**src/tcpop_pkg.sv**
```systemverilog
// Shared types, codes and helper functions for the TCP option parser.
// Used by tcpop_step and tcp_option_parser; no dependencies.
package tcpop_pkg;

  localparam logic [5:0] MAX_OPTION_BYTES = 6'd40;
  localparam logic [5:0] LEN_TOO_LONG     = 6'd63;
  localparam logic [5:0] OFFSET_MAX       = 6'd63;

  localparam logic [7:0] KIND_EOL  = 8'd0;
  localparam logic [7:0] KIND_NOP  = 8'd1;
  localparam logic [7:0] KIND_MSS  = 8'd2;
  localparam logic [7:0] KIND_WS   = 8'd3;
  localparam logic [7:0] KIND_SACKP = 8'd4;
  localparam logic [7:0] KIND_SACK = 8'd5;
  localparam logic [7:0] KIND_TS   = 8'd8;

  localparam logic [3:0] T_NOP   = 4'd0;
  localparam logic [3:0] T_MSS   = 4'd1;
  localparam logic [3:0] T_SACKP = 4'd2;
  localparam logic [3:0] T_SACK  = 4'd3;
  localparam logic [3:0] T_WS    = 4'd4;
  localparam logic [3:0] T_TS    = 4'd5;
  localparam logic [3:0] T_EOL   = 4'd6;
  localparam logic [3:0] T_UNK   = 4'd7;
  localparam logic [3:0] T_END   = 4'd8;

  typedef enum logic [2:0] {
    PH_KIND = 3'b001,
    PH_LEN  = 3'b010,
    PH_BODY = 3'b100
  } phase_t;

  typedef struct packed {
    phase_t      phase;
    logic [7:0]  kind;
    logic [5:0]  decl_len;
    logic [5:0]  offset;
    logic [31:0] accum_first;
    logic [31:0] accum_second;
    logic        walk_done;
  } walk_state_t;

  localparam walk_state_t WALK_CLEAR = '{
    phase:        PH_KIND,
    kind:         8'd0,
    decl_len:     6'd0,
    offset:       6'd0,
    accum_first:  32'd0,
    accum_second: 32'd0,
    walk_done:    1'b0
  };

  typedef struct packed {
    logic        malformed;
    logic        value_valid;
    logic [31:0] value_second;
    logic [31:0] value_first;
    logic [5:0]  opt_length;
    logic [7:0]  opt_kind;
    logic [3:0]  opt_type;
    logic        last_record;
  } opt_rec_t;

  function automatic logic [3:0] type_of(input logic [7:0] kind);
    logic [3:0] t;
    case (kind)
      KIND_EOL:   t = T_EOL;
      KIND_NOP:   t = T_NOP;
      KIND_MSS:   t = T_MSS;
      KIND_WS:    t = T_WS;
      KIND_SACKP: t = T_SACKP;
      KIND_SACK:  t = T_SACK;
      KIND_TS:    t = T_TS;
      default:    t = T_UNK;
    endcase
    return t;
  endfunction

  function automatic logic [5:0] first_bytes(input logic [7:0] kind);
    logic [5:0] n;
    case (kind)
      KIND_MSS: n = 6'd2;
      KIND_WS:  n = 6'd1;
      KIND_TS:  n = 6'd4;
      default:  n = 6'd0;
    endcase
    return n;
  endfunction

  function automatic logic [5:0] need_bytes(input logic [7:0] kind);
    logic [5:0] n;
    case (kind)
      KIND_MSS: n = 6'd4;
      KIND_WS:  n = 6'd3;
      KIND_TS:  n = 6'd10;
      default:  n = 6'd0;
    endcase
    return n;
  endfunction

  function automatic opt_rec_t option_record(input walk_state_t st, input logic bad,
                                             input logic last);
    opt_rec_t   r;
    logic [5:0] need;
    logic       ok;
    need = need_bytes(st.kind);
    ok = (need != 6'd0) && (st.decl_len >= need) && (st.offset >= need);
    r.opt_type     = type_of(st.kind);
    r.opt_kind     = st.kind;
    r.opt_length   = st.decl_len;
    r.value_first  = ok ? st.accum_first : 32'd0;
    r.value_second = (ok && st.kind == KIND_TS) ? st.accum_second : 32'd0;
    r.value_valid  = ok;
    r.malformed    = bad;
    r.last_record  = last;
    return r;
  endfunction

endpackage

```
**src/tcp_option_parser.sv**
```systemverilog
// TCP header option parser: top level with input, walk state and result registers.
// Depends on tcpop_pkg and tcpop_step.
//
// Usage: feed the option area one byte per beat on in_tdata, in header order,
// with in_tlast high on the area's final byte. Each beat yields zero or one
// record on the out_ channel: out_tuser gives the option type, out_tdata the
// kind, length, decoded values and status flags, out_tlast marks the record
// made by the area's last byte. Every area ends in exactly one record with
// out_tlast high.
// Path: the input register captures each byte, then the walk step loads its
// record into the result register; a low out_tready can keep the byte waiting.
// Throughput: one byte per cycle with out_tready high; the walk step is a single
// combinational pass from the input register into the state and result registers.
// Reset (rst_n low, synchronous) empties both registers and returns the walk
// to expect a kind byte. When the receiver holds out_tready low, the result
// register holds its record, the byte in the input register waits, and
// in_tready drops once that register is also occupied.
module tcp_option_parser import tcpop_pkg::*; (
  input  logic        clk,
  input  logic        rst_n,
  input  logic        in_tvalid,
  output logic        in_tready,
  input  logic [7:0]  in_tdata,   // [7:0] opt_byte
  input  logic        in_tlast,   // area_last
  output logic        out_tvalid,
  input  logic        out_tready,
  output logic [79:0] out_tdata,  // [7:0] opt_kind, [13:8] opt_length,
                                  // [45:14] value_first, [77:46] value_second,
                                  // [78] value_valid, [79] malformed
  output logic [3:0]  out_tuser,  // [3:0] opt_type
  output logic        out_tlast   // last_record
);

  logic        in_valid_r;
  logic [7:0]  byte_r;
  logic        last_r;
  walk_state_t st_r;
  walk_state_t st_nxt;
  logic        emit;
  opt_rec_t    rec;
  opt_rec_t    out_r;
  logic        out_valid_r;
  logic        out_free;
  logic        step_go;

  assign out_free  = !out_valid_r || out_tready;
  assign step_go   = in_valid_r && out_free;
  assign in_tready = !in_valid_r || step_go;

  tcpop_step u_step (
    .st        (st_r),
    .opt_byte  (byte_r),
    .area_last (last_r),
    .st_nxt    (st_nxt),
    .emit      (emit),
    .rec       (rec)
  );

  always_ff @(posedge clk) begin
    if (!rst_n) begin
      in_valid_r  <= 1'b0;
      out_valid_r <= 1'b0;
      st_r        <= WALK_CLEAR;
    end else begin
      if (in_tvalid && in_tready) begin
        in_valid_r <= 1'b1;
      end else if (step_go) begin
        in_valid_r <= 1'b0;
      end
      if (step_go) begin
        st_r <= st_nxt;
      end
      if (step_go && emit) begin
        out_valid_r <= 1'b1;
      end else if (out_tready) begin
        out_valid_r <= 1'b0;
      end
    end
  end

  always_ff @(posedge clk) begin
    if (in_tvalid && in_tready) begin
      byte_r <= in_tdata;
      last_r <= in_tlast;
    end
    if (step_go && emit) begin
      out_r <= rec;
    end
  end

  assign out_tvalid = out_valid_r;
  assign out_tuser  = out_r.opt_type;
  assign out_tlast  = out_r.last_record;
  assign out_tdata  = {out_r.malformed, out_r.value_valid, out_r.value_second,
                       out_r.value_first, out_r.opt_length, out_r.opt_kind};

`ifndef SYNTHESIS
  a_end_only_clean: assert property (@(posedge clk) disable iff (!rst_n)
    out_tvalid && out_tuser == T_END |-> out_tlast && out_tdata == 80'd0)
    else $error("end-only record carries data or lacks last");

  a_second_ts_only: assert property (@(posedge clk) disable iff (!rst_n)
    out_tvalid && out_tuser != T_TS |-> out_tdata[77:46] == 32'd0)
    else $error("value_second set on a non-timestamp record");

  a_done_in_kind: assert property (@(posedge clk) disable iff (!rst_n)
    st_r.walk_done |-> st_r.phase == PH_KIND)
    else $error("finished walk left in a non-kind phase");

  a_in_hold: assert property (@(posedge clk) disable iff (!rst_n)
    in_valid_r && !step_go |=> in_valid_r && $stable(byte_r) && $stable(last_r))
    else $error("waiting byte lost or overwritten");
`endif

endmodule

```
**src/tcpop_step.sv**
```systemverilog
// Next-state and record logic for one option-area byte.
// Depends on tcpop_pkg.
module tcpop_step import tcpop_pkg::*; (
  input  walk_state_t st,
  input  logic [7:0]  opt_byte,
  input  logic        area_last,
  output walk_state_t st_nxt,
  output logic        emit,
  output opt_rec_t    rec
);

  walk_state_t body;
  logic [5:0]  pos;
  logic [5:0]  fb;

  always_comb begin
    pos = st.offset;
    fb  = first_bytes(st.kind);
    body = st;
    if (pos >= 6'd2 && pos < 6'd2 + fb) begin
      body.accum_first = {st.accum_first[23:0], opt_byte};
    end
    if (st.kind == KIND_TS && pos >= 6'd6 && pos < 6'd10) begin
      body.accum_second = {st.accum_second[23:0], opt_byte};
    end
    if (pos < OFFSET_MAX) begin
      body.offset = pos + 6'd1;
    end
  end

  always_comb begin
    walk_state_t s;
    s      = st;
    st_nxt = st;
    emit   = 1'b0;
    rec    = '0;
    if (st.walk_done) begin
      if (area_last) begin
        emit = 1'b1;
        rec.opt_type    = T_END;
        rec.last_record = 1'b1;
        st_nxt = WALK_CLEAR;
      end
    end else begin
      unique case (st.phase)
        PH_KIND: begin
          s.kind         = opt_byte;
          s.decl_len     = 6'd0;
          s.offset       = 6'd1;
          s.accum_first  = 32'd0;
          s.accum_second = 32'd0;
          st_nxt = s;
          if (opt_byte == KIND_NOP) begin
            emit = 1'b1;
            rec.opt_type    = T_NOP;
            rec.opt_kind    = KIND_NOP;
            rec.opt_length  = 6'd1;
            rec.last_record = area_last;
            if (area_last) st_nxt = WALK_CLEAR;
          end else if (opt_byte == KIND_EOL) begin
            emit = 1'b1;
            rec.opt_type    = T_EOL;
            rec.opt_kind    = KIND_EOL;
            rec.opt_length  = 6'd1;
            rec.last_record = area_last;
            if (area_last) begin
              st_nxt = WALK_CLEAR;
            end else begin
              st_nxt.walk_done = 1'b1;
              st_nxt.phase     = PH_KIND;
            end
          end else if (area_last) begin
            emit   = 1'b1;
            rec    = option_record(s, 1'b1, 1'b1);
            st_nxt = WALK_CLEAR;
          end else begin
            st_nxt.phase = PH_LEN;
          end
        end
        PH_LEN: begin
          s.offset = 6'd2;
          if (opt_byte < 8'd2) begin
            s.decl_len = opt_byte[5:0];
            emit = 1'b1;
            rec  = option_record(s, 1'b1, area_last);
            st_nxt = s;
            if (area_last) begin
              st_nxt = WALK_CLEAR;
            end else begin
              st_nxt.walk_done = 1'b1;
              st_nxt.phase     = PH_KIND;
            end
          end else if (opt_byte > {2'b00, MAX_OPTION_BYTES}) begin
            s.decl_len = LEN_TOO_LONG;
            emit = 1'b1;
            rec.opt_type    = type_of(st.kind);
            rec.opt_kind    = st.kind;
            rec.opt_length  = LEN_TOO_LONG;
            rec.malformed   = 1'b1;
            rec.last_record = area_last;
            st_nxt = s;
            if (area_last) begin
              st_nxt = WALK_CLEAR;
            end else begin
              st_nxt.walk_done = 1'b1;
              st_nxt.phase     = PH_KIND;
            end
          end else begin
            s.decl_len = opt_byte[5:0];
            st_nxt = s;
            if (opt_byte == 8'd2) begin
              emit = 1'b1;
              rec  = option_record(s, 1'b0, area_last);
              if (area_last) st_nxt = WALK_CLEAR;
              else st_nxt.phase = PH_KIND;
            end else if (area_last) begin
              emit   = 1'b1;
              rec    = option_record(s, 1'b1, 1'b1);
              st_nxt = WALK_CLEAR;
            end else begin
              st_nxt.phase = PH_BODY;
            end
          end
        end
        default: begin
          st_nxt = body;
          if (body.offset >= body.decl_len) begin
            emit = 1'b1;
            rec  = option_record(body, 1'b0, area_last);
            if (area_last) st_nxt = WALK_CLEAR;
            else st_nxt.phase = PH_KIND;
          end else if (area_last) begin
            emit   = 1'b1;
            rec    = option_record(body, 1'b1, 1'b1);
            st_nxt = WALK_CLEAR;
          end
        end
      endcase
    end
  end

endmodule

```
**config.mk**
```make
export PLATFORM = sky130hd
export DESIGN_NAME = tcp_option_parser
export DESIGN_NICKNAME = d
export VERILOG_FILES = /design/src/tcpop_pkg.sv /design/src/tcp_option_parser.sv /design/src/tcpop_step.sv
export SDC_FILE = /design/constraint.sdc
export NUM_CORES = 1
export LEC_CHECK = 0
export ABC_AREA = 1
export BUFFER_PORTS_ARGS = -buffer_cell sky130_fd_sc_hd__buf_4
export CAP_MARGIN = 10
export CORE_UTILIZATION = 54
export DETAILED_ROUTE_END_ITERATION = 10
export GPL_TIMING_DRIVEN = 1
export PLACE_DENSITY_LB_ADDON = 0.1
export SKIP_LAST_GASP = 1
export SLEW_MARGIN = 20
export SYNTH_ARGS = -nofsm -noshare
export SYNTH_HDL_FRONTEND = slang
export SYNTH_SLANG_ARGS = --single-unit
```
**constraint.sdc**
```tcl
create_clock -name clk -period 4.2 [get_ports clk]
set_input_delay 0.21 -clock clk [delete_from_list [all_inputs] [get_ports clk]]
set_output_delay 0.21 -clock clk [all_outputs]
set_load 0.01 [all_outputs]
```
==> metrics.txt <==
status=complete, no violations; maximum VDD drop=a little over 300 uV; die area=between 15000 and 20000 um^2; min-delay worst type=primary input to register; Root Buffer=clkbuf_16; first-pass GRT wire length=40.5 mm; latest clock arrival within the worst-skew pair=approximately 0.44 ns; Slew @ Worst Pin=a little under 0.8 ns; Port Buf Inserts=99; Hold-fix buffers, CTS=9; Syn Nets=approximately 1300; CP max stage delay=0.47 ns; Achievable Freq=around 0.27 GHz; clock sink count=~180; critical path type=register to register; area leader, netlist=edfxtp_1; vias in the first global route=between 7000 and 8000; Clock Path Buffers=2; final RePlAce weighted congestion=1.00; Fillers=around 1500; worst hold slack=roughly 0.044 ns; Worst Skew=~0.012 ns; average size of a mapped cell=~7.8 um^2; CTS tree=yes; Period minus WS final=between 3 and 4 ns; Crit path top cell by count=nand2_1; Detailed Route WL=25.3 mm; worst path cell trace=ha_1, nand2_1, nor2_1, inv_2, nor2_1, nor2_1, xor2_1, ha_1, nand2_1, a21oi_1, nor2_1, nand3_1, nand2_1, nand2_1, nand2_1, clkinvlp_4, buf_12; post-synth top area share=0.294; Starting Density=0.554; placed cell areas=10500 um^2; post-route cell area=11200 um^2; Via density=approximately 5.6; total congestion overflow=0; Critical Path RT=about 4.4 ns; largest net degree at the start of global routing=66; Post-CTS Resized=0; Setup Viol. Count Final=0; row cnt=between 40 and 50; Fin Setup TNS=0 ns; register area share after synthesis=0.481; Final Slew Violations=0; TritonRoute pass-1 iters=6; CP Buf/Inv Count=3; Syn Inst Count=approximately 1200; total CTS buffers=17; Clock transition at path regs=around 0.07 ns; wire per inst=between 15 and 20 um; Via Count=8692; DR DRC count=0; fin crit share=0.898; Die W=~140 um; reported max-cap violation count=0; synth warn=0; DIE HEIGHT=135 um; Hold Vio Cnt, Final=0; antenna violations before repair=0; Boundary Pins=100; Cell Pwr Density=between 300 and 400 nW/um^2; mapped cell area=about 9600 um^2; # Post-CTS Setup Buffers=0; Worst setup SP type=register; n_diodes=0; GRT Util Overall=0.285; Crit Path Max Fanout=38; first-iteration detailed-routing DRC count=936; critical path arrival=around 4.0 ns; Setup crit end kind=register; layout cells sized above 1=0.159; Area contributors post-synth=edfxtp_1 (29%), dfxtp_1 (19%), nand2_1 (13%); dpl hpwl=between 15 and 20 mm; Yosys cell types=39; Area Overhead vs Synth=16.4%; Synth Register Bits=184; Core Util, Final=0.644; htree depth=4; Worst slew margin=0.485; Leakage=approximately 4.3 nW; Core ar.=roughly 17000 um^2; nets@finish=approximately 1300; CP top delay family=simple AND/OR/NAND/NOR gates; unrepaired setup endpoints after global routing=no; DRT antenna net count=0; Slowest-stage cell, CP=dfxtp_1
==> synthesized netlist by cell type (all sizes together) <==
cell type  number
xor2            2
o21ai          49
edfxtp         94
a21oi         167
a21boi          1
o21a            1
nor4            2
dfxtp          90
nand4           7
clkbuf         36
o2111ai         1
o21bai          1
o211ai          7
a31oi           1
buf            34
a31o            1
ha             25
inv           129
o22ai           8
a211oi          7
a21o            2
nand3         163
nor3            5
clkinv          3
nor2           52
nand2         343
==> power by group <==
part	internal, mW	switching [mW]
clock network	0.964	0.727
registers	1.95	0.0352
logic	0.142	0.331
total	3.05	1.09
==> routing by layer <==
| layer | global-route usage | wire [um] | vias up |
|---|---|---|---|
| met1 | 0.403 | 11400 | 4014 |
| met4 | 0.0999 | 531 | 0 |
| met3 | 0.0434 | 1850 | 40 |
| met5 | 0 | 0 | - |
| li1 | - | - | 4264 |
| met2 | 0.445 | 11500 | 374 |
==> worst register-to-register path, stage by stage (launching register included) <==
cell        delay (ns)
dfxtp_1           0.47
ha_1              0.22
nand2_1           0.09
nor2_1            0.19
inv_2             0.05
nor2_1            0.26
nor2_1            0.09
xor2_1            0.25
ha_1              0.30
nand2_1           0.07
a21oi_1           0.05
nor2_1            0.16
nand3_1           0.16
nand2_1           0.11
nand2_1           0.05
nand2_1           0.12
clkinvlp_4        0.45
buf_12            0.38
==> layout make-up <==
type / count / area, um^2 / share of cell area
inverter: 132 / 500 / 0.0447
sequential: 184 / 4630 / 0.414
clock inverter: 12 / 169 / 0.0151
multi-input combinational: 845 / 4150 / 0.371
tap: 225 / 282 / 0.0252
clock buffer: 20 / 447 / 0.0399
timing repair buffer: 127 / 1010 / 0.0906
==> worst paths after layout <==
kind	start	endpoint	slack [ns]	depth (start not counted)
worst max register to register	st_r[66]	out_tdata[53]	0.43	17
worst min register to register	st_r[82]	st_r[82]	0.46	2
worst max-delay path	st_r[66]	out_tdata[53]	0.43	17
worst min-delay path	rst_n	st_r[0]	0.04	3
==> through the flow <==
stage / cells / total power, mW / worst slack (ns)
finish: 1545 / 4.15 / 0.430
global route: 1545 / 4.26 / 0.102
CTS: 1545 / 4.15 / 0.437
detailed placement: 1504 / 2.48 / 0.467
global placement: 1504 / 2.48 / 0.579
floorplan: 1231 / 2.30 / 0.291
==> cell families after synthesis <==
logic type | count (synthesis) | share of synthesized area
fa+ha+maj | 25 | 0.0325
buf+inv | 202 | 0.0889
xor+xnor | 2 | 0.00182
simple gates | 572 | 0.256
flops | 184 | 0.481
compound gates | 246 | 0.139
==> flip-flops by register name (all words and copies together) (netlist names) <==
| signal | count |
|---|---|
| in_valid_r | 1 |
| st_r | 88 |
| out_tuser | 4 |
| out_tlast | 1 |
| last_r | 1 |
| byte_r | 8 |
| out_tvalid | 1 |
| out_tdata | 80 |
==> placed cells by master, fill, tap and decap left out, types with 4 or more instances in the layout <==
master	instances
a211oi_1	7
dfxtp_1	89
inv_1	104
ha_1	25
nand3_1	161
nand4_1	7
o22ai_1	8
o21ai_1	37
o211ai_1	7
nor2_1	45
nor3_1	5
clkbuf_16	17
edfxtp_1	94
inv_2	23
a21oi_1	155
o21ai_0	12
nand2_2	13
clkinv_4	4
buf_4	115
nand2_1	329
dlygate4sd3_1	9
a21oi_2	12
(Power assumes the default switching activity.)
